==> config.mk <==
export PLATFORM = sky130hd
export DESIGN_NAME = strm_ctrl
export DESIGN_NICKNAME = d
export VERILOG_FILES = /design/src/hdl/strm_pkg.sv /design/src/hdl/strm_ctrl.sv
export SDC_FILE = /design/constraint.sdc
export NUM_CORES = 1
export LEC_CHECK = 0
export BUFFER_PORTS_ARGS = -buffer_cell sky130_fd_sc_hd__buf_4
export CAP_MARGIN = 20
export CORE_AREA = 10 10 47 49
export CTS_CLUSTER_DIAMETER = 150
export DETAILED_ROUTE_END_ITERATION = 12
export DIE_AREA = 0 0 57 59
export GPL_ROUTABILITY_DRIVEN = 0
export SYNTH_ARGS = -nofsm -noshare
export SYNTH_HDL_FRONTEND = slang
export SYNTH_SLANG_ARGS = --single-unit
==> constraint.sdc <==
create_clock -name clk -period 2.9 [get_ports clk]
set_input_delay 0.58 -clock clk [delete_from_list [all_inputs] [get_ports clk]]
set_output_delay 0.58 -clock clk [all_outputs]
set_load 0.01 [all_outputs]
==> src/hdl/strm_pkg.sv <==
`timescale 1ns / 1ps
`default_nettype none
// ----------------------------------------------------------------------------
// strm_pkg
// Types, constants and helpers shared by the sparse-table range-minimum block.
// ----------------------------------------------------------------------------
package strm_pkg;

	localparam int DEPTH     = 1024;
	localparam int LEVELS    = 11;
	localparam int VAL_W     = 32;
	localparam int IDX_W     = $clog2(DEPTH);
	localparam int CNT_W     = IDX_W + 1;
	localparam int LVL_W     = $clog2(LEVELS + 1);
	localparam int TBL_DEPTH = LEVELS * DEPTH;
	localparam int ADDR_W    = $clog2(TBL_DEPTH);
	localparam int SUM_W     = ((LEVELS > IDX_W) ? LEVELS : IDX_W) + 2;

	localparam logic signed [VAL_W-1:0] INT_MAX = {1'b0, {(VAL_W-1){1'b1}}};

	localparam logic [1:0] MODE_WRITE = 2'd0;
	localparam logic [1:0] MODE_BUILD = 2'd1;
	localparam logic [1:0] MODE_QUERY = 2'd2;

	localparam logic [1:0] STATUS_OK        = 2'd0;
	localparam logic [1:0] STATUS_EMPTY     = 2'd1;
	localparam logic [1:0] STATUS_RANGE     = 2'd2;
	localparam logic [1:0] STATUS_NOT_BUILT = 2'd3;

	typedef struct packed {
		logic [1:0]              mode;
		logic [IDX_W-1:0]        position;
		logic signed [VAL_W-1:0] value;
		logic [IDX_W-1:0]        left_end;
		logic [IDX_W-1:0]        right_end;
	} in_item_t;

	typedef struct packed {
		logic signed [VAL_W-1:0] minimum;
		logic [1:0]              status;
	} out_item_t;

	typedef enum logic [2:0] {
		ST_IDLE,
		ST_QUERY,
		ST_LEVEL,
		ST_READ,
		ST_WRITE
	} state_t;

	typedef struct packed {
		logic wr_elem;
		logic q_start;
		logic out_load;
		logic b_init;
		logic b_read;
		logic b_write;
		logic b_next_ent;
		logic b_next_lvl;
		logic set_ready;
	} ctrl_cmd_t;

	typedef struct packed {
		logic lvl_ok;
		logic ent_more;
		logic out_free;
	} dp_stat_t;

	// floor of log2, limited to the top level
	function automatic logic [LVL_W-1:0] floor_log2(input logic [CNT_W-1:0] x);
		logic [LVL_W-1:0] k;
		k = '0;
		for (int i = 0; i < CNT_W; i++) begin
			if (x[i]) begin
				k = LVL_W'(i);
			end
		end
		if (k > LVL_W'(LEVELS - 1)) begin
			k = LVL_W'(LEVELS - 1);
		end
		return k;
	endfunction

	function automatic logic [ADDR_W-1:0] tbl_addr(input logic [LVL_W-1:0] lvl,
		input logic [IDX_W-1:0] idx);
		return ADDR_W'({lvl, idx});
	endfunction

endpackage
`default_nettype wire

==> src/hdl/strm_ctrl.sv <==
`timescale 1ns / 1ps
`default_nettype none
// ----------------------------------------------------------------------------
// strm_ctrl
// Controller: sequences writes, queries and the level-by-level table build.
// ----------------------------------------------------------------------------
module strm_ctrl
	import strm_pkg::*;
(
	input  wire logic       clk,
	input  wire logic       arst_n,
	input  wire logic       in_valid,
	input  wire logic [1:0] in_mode,
	output      logic       in_ready,
	input  wire dp_stat_t   stat,
	output      ctrl_cmd_t  cmd
);

	state_t state_q;
	state_t state_d;
	logic   accept;

	assign in_ready = (state_q == ST_IDLE);
	assign accept   = in_valid && in_ready;

	always_ff @(posedge clk or negedge arst_n) begin
		if (!arst_n) begin
			state_q <= ST_IDLE;
		end else begin
			state_q <= state_d;
		end
	end

	always_comb begin
		state_d = state_q;
		unique case (state_q)
			ST_IDLE: begin
				if (accept) begin
					unique case (in_mode)
						MODE_QUERY: state_d = ST_QUERY;
						MODE_BUILD: state_d = ST_LEVEL;
						default:    state_d = ST_IDLE;
					endcase
				end
			end
			ST_QUERY: begin
				if (stat.out_free) begin
					state_d = ST_IDLE;
				end
			end
			ST_LEVEL: begin
				state_d = stat.lvl_ok ? ST_READ : ST_IDLE;
			end
			ST_READ: begin
				state_d = ST_WRITE;
			end
			ST_WRITE: begin
				state_d = stat.ent_more ? ST_READ : ST_LEVEL;
			end
			default: state_d = ST_IDLE;
		endcase
	end

	always_comb begin
		cmd = '0;
		unique case (state_q)
			ST_IDLE: begin
				if (accept) begin
					cmd.wr_elem = (in_mode == MODE_WRITE);
					cmd.q_start = (in_mode == MODE_QUERY);
					cmd.b_init  = (in_mode == MODE_BUILD);
				end
			end
			ST_QUERY: begin
				cmd.out_load = stat.out_free;
			end
			ST_LEVEL: begin
				cmd.set_ready = !stat.lvl_ok;
			end
			ST_READ: begin
				cmd.b_read = 1'b1;
			end
			ST_WRITE: begin
				cmd.b_write    = 1'b1;
				cmd.b_next_ent = stat.ent_more;
				cmd.b_next_lvl = !stat.ent_more;
			end
			default: cmd = '0;
		endcase
	end

endmodule
`default_nettype wire

==> impl_results.html <==
<table>
<tr><th>Metric</th><th>Value</th></tr>
<tr><th colspan="2">Synthesis</th></tr>
<tr><td>Post-synthesis mux area share</td><td>0</td></tr>
<tr><td>Count of state elements after synthesis</td><td>3</td></tr>
<tr><td>Dominant combinational cell family by area after synthesis</td><td>simple AND/OR/NAND/NOR gates</td></tr>
<tr><td>Number of unique standard cell types used by synthesis</td><td>23</td></tr>
<tr><td>Synthesized area per cell</td><td>8.88 µm²</td></tr>
<tr><td>Cells after synthesis</td><td>32</td></tr>
<tr><td>Sequential share of the synthesized area</td><td>0.264</td></tr>
<tr><td>Netlist area before placement</td><td>284 µm²</td></tr>
<tr><td>Compound-cell area share of the yosys netlist</td><td>0.137</td></tr>
<tr><td>Adder and majority gate portion of the synthesized area</td><td>0</td></tr>
<tr><td>Xor and xnor area share after synthesis</td><td>0</td></tr>
<tr><td>Synthesized netlist net count</td><td>40</td></tr>
<tr><td>Synth warnings</td><td>0</td></tr>
<tr><td>Simple logic cell fraction of the synthesized area</td><td>0.427</td></tr>
<tr><th colspan="2">STA</th></tr>
<tr><td>Worst-case clock skew</td><td>2.34 ps</td></tr>
<tr><td>RSZ-0062 raised after global routing</td><td>false</td></tr>
<tr><td>Slew @ Worst Pin</td><td>346 ps</td></tr>
<tr><td>Time the worst path needs with I/O delays and setup</td><td>2020 ps</td></tr>
<tr><td>Total Negative Setup Slacks</td><td>0 ps</td></tr>
<tr><td>Maximum clock rate</td><td>496 MHz</td></tr>
<tr><td>Number of setup violations in the final report</td><td>0</td></tr>
<tr><td>Period utilization</td><td>0.695</td></tr>
<tr><td>Number of endpoints with negative hold slack in the final report</td><td>0</td></tr>
<tr><td>Max-slew violations</td><td>0</td></tr>
<tr><td>Max-slew headroom</td><td>0.770</td></tr>
<tr><th colspan="2">Layout</th></tr>
<tr><td>Number of diodes</td><td>0</td></tr>
<tr><td>Area growth from synthesis to layout</td><td>46.7%</td></tr>
<tr><td>Filler-free cell count of the finished design</td><td>66</td></tr>
<tr><td>Largest register by flop count</td><td>state_q</td></tr>
<tr><td>Top flop regs</td><td>state_q: 3 flops</td></tr>
<tr><td>Max FFs per register</td><td>3</td></tr>
<tr><td>Number of filler instances in the final layout</td><td>167</td></tr>
<tr><td>Most frequent standard cell in the layout excluding fill and tap cells</td><td>buf_4</td></tr>
<tr><td>Layout cell share with drive strength beyond 1</td><td>0.420</td></tr>
<tr><td>Highest-count cells in the layout ignoring fill and taps</td><td>buf_4 (17), nor2_1 (3), nor3_1 (3), clkbuf_4 (3), dfrtp_1 (3)</td></tr>
<tr><td>Number of nets at the end of the flow</td><td>59</td></tr>
<tr><th colspan="2">Die</th></tr>
<tr><td>Std-Cell Core Area</td><td>1400 µm²</td></tr>
<tr><td>Row count</td><td>14</td></tr>
<tr><td>Overall die width</td><td>57 µm</td></tr>
<tr><td>Count of boundary I/O pins</td><td>18</td></tr>
<tr><td>Initial Utilization</td><td>0.203</td></tr>
<tr><td>Area of the die</td><td>3360 µm²</td></tr>
<tr><td>Vertical die dimension</td><td>59 µm</td></tr>
<tr><th colspan="2">Clocking</th></tr>
<tr><td>Insertion delay of the later-clocked pin in the worst-skew pair</td><td>240 ps</td></tr>
<tr><td>Deepest clock path buffer count</td><td>2</td></tr>
<tr><td>Cts hold-fix bufs</td><td>0</td></tr>
<tr><td>Root buf cell</td><td>clkbuf_4</td></tr>
<tr><td>Post CTS Setup Buffer Count</td><td>0</td></tr>
<tr><td>Clock tree from TritonCTS</td><td>built</td></tr>
<tr><td>CTS Buf Count</td><td>3</td></tr>
<tr><td>Number of cells upsized or downsized after cts</td><td>0</td></tr>
<tr><td>Clock input transition at the sequential cells of the worst setup and hold paths</td><td>40 ps</td></tr>
<tr><td>Clock sinks</td><td>3</td></tr>
<tr><td>Number of H-tree levels</td><td>1</td></tr>
<tr><th colspan="2">Placed design</th></tr>
<tr><td>Placed wire-length estimate after detailed placement</td><td>659 µm</td></tr>
<tr><td>Port Buffer Count</td><td>17</td></tr>
<tr><td>Number of placed instances, taps included</td><td>62</td></tr>
<tr><th colspan="2">Global route</th></tr>
<tr><td>Vias in the first global route</td><td>295</td></tr>
<tr><td>First-pass GRT wire length</td><td>1290 µm</td></tr>
<tr><td>Global route overflow</td><td>0</td></tr>
<tr><td>Antenna violations before repair</td><td>0</td></tr>
<tr><td>Global-route total usage across every layer</td><td>0.0532</td></tr>
<tr><td>Largest net degree at the start of global routing</td><td>14</td></tr>
<tr><th colspan="2">Route</th></tr>
<tr><td>Pre-antenna DRT Iters</td><td>2</td></tr>
<tr><td>Via Count</td><td>301</td></tr>
<tr><td>Number of antenna-violating nets in the routed design</td><td>0</td></tr>
<tr><td>Starting DRT DRC Count</td><td>8</td></tr>
<tr><td>Average vias per placed instance</td><td>4.56</td></tr>
<tr><td>Drt total wl</td><td>840 µm</td></tr>
<tr><td>Drt drc</td><td>0</td></tr>
<tr><td>Average wire per standard cell</td><td>12.7 µm</td></tr>
<tr><th colspan="2">Worst setup path</th></tr>
<tr><td>Critical path class</td><td>flip-flop to output pin</td></tr>
<tr><td>Arrival time worst endpoint</td><td>1440 ps</td></tr>
<tr><td>Startpoint type of the worst setup path</td><td>flip-flop</td></tr>
<tr><td>Source of the worst register-to-register timing path</td><td>state_q[1]</td></tr>
<tr><td>Count of cells along the worst register-to-register path</td><td>4</td></tr>
<tr><td>Data required time of the worst path</td><td>2320 ps</td></tr>
<tr><td>Endpoint class of the critical path</td><td>output pin</td></tr>
<tr><td>Critical register-to-register path endpoint</td><td>state_q[0]</td></tr>
<tr><td>Sequence of cells on the critical path</td><td>nor3_1, nor4bb_1, buf_4</td></tr>
<tr><td>Worst R2R Setup Slack</td><td>1490 ps</td></tr>
<tr><td>Largest stage delay on the critical path</td><td>490 ps</td></tr>
<tr><td>Max FO, Critical Path</td><td>13</td></tr>
<tr><td>CP max stage cell</td><td>dfrtp_1</td></tr>
<tr><th colspan="2">Min path</th></tr>
<tr><td>Class of the worst hold path</td><td>primary input to async pin</td></tr>
<tr><th colspan="2">Pwr</th></tr>
<tr><td>Power density over the cells</td><td>751 nW/µm²</td></tr>
<tr><td>Pleak</td><td>0.203 nW</td></tr>
<tr><td>Power after layout</td><td>0.313 mW</td></tr>
<tr><td>Worst supply voltage drop on vdd</td><td>0.326 mV</td></tr>
<tr><th colspan="2">Flow run</th></tr>
<tr><td>Max-capacitance violation count</td><td>0</td></tr>
<tr><th colspan="2">Outcome</th></tr>
<tr><td>Status</td><td>complete, no violations</td></tr>
</table>
-- final cells by class --
class | instances | area, µm² | area share
multi-input combinational | 24 | 160 | 0.384
clock buffer | 4 | 26.3 | 0.0631
inverter | 2 | 7.51 | 0.0180
sequential | 3 | 75.1 | 0.180
tap | 16 | 20.0 | 0.0480
timing repair buffer | 17 | 128 | 0.306
-- synth_stat cells (all sizes together) --
library cell | count | area share
dfrtp | 3 | 0.26
nor2 | 3 | 0.040
nor3 | 3 | 0.053
and2 | 2 | 0.044
buf | 2 | 0.097
inv | 2 | 0.026
nor4 | 2 | 0.044
a211oi | 1 | 0.044
a21oi | 1 | 0.018
a31oi | 1 | 0.022
and2b | 1 | 0.026
and3 | 1 | 0.022
and4b | 1 | 0.035
clkbuf | 1 | 0.048
nand2 | 1 | 0.013
nand3b | 1 | 0.026
nor3b | 1 | 0.026
nor4b | 1 | 0.031
nor4bb | 1 | 0.035
o22ai | 1 | 0.022
o41ai | 1 | 0.031
or3b | 1 | 0.031
-- through the flow --
| step | util | hold WS, ps | setup WS (ps) | area (µm²) |
|---|---|---|---|---|
| 6_report | 0.297 | 125 | 883 | 417 |
| 5_1_grt | 0.297 | 118 | 767 | 417 |
| 2_1_floorplan | - | 284 | 1050 | 284 |
| 3_3_place_gp | 0.279 | 371 | 1090 | 390 |
| 4_1_cts | 0.297 | 114 | 856 | 417 |
| 3_5_place_dp | 0.279 | 372 | 1110 | 390 |
-- metal layers --
layer / GRT usage / wire length [µm] / share of wire
met3: 0.0300 / 87 / 0.10
met1: 0.0512 / 354 / 0.42
met2: 0.0651 / 381 / 0.45
met5: 0 / 0 / 0
met4: 0.0805 / 17 / 0.020
-- cell families after synthesis --
logic type | count (synthesis)
AOI/OAI and AO/OA | 5
buffers and inverters | 5
DFF | 3
and+or+nand+nor | 19
-- worst max-delay path by stage --
stage / from / to / slack, ps / depth (start not counted)
final: state_q[1] / cmd[8] / 880 / 3
after global routing: state_q[1] / cmd[8] / 770 / 3
after CTS: state_q[1] / cmd[8] / 860 / 3
after detailed placement: state_q[1] / cmd[8] / 1110 / 3
after global placement: in_mode[1] / cmd[5] / 1090 / 4
after floorplan: state_q[2] / cmd[8] / 1050 / 3
-- worst max-delay path: cells and delay by family, from the launching register on --
kind	cells	cell delay [ps]
AND/OR/NAND/NOR	2	550
buffers and inverters	1	160
flip-flops	1	490
-- power breakdown --
group	switching, mW	internal (mW)	total (mW)
registers	0.0408	0.0557	0.0965
clock network	0.0224	0.0516	0.0740
logic	0.0638	0.0786	0.142
Note: power is estimated with default switching activity, not from simulation.
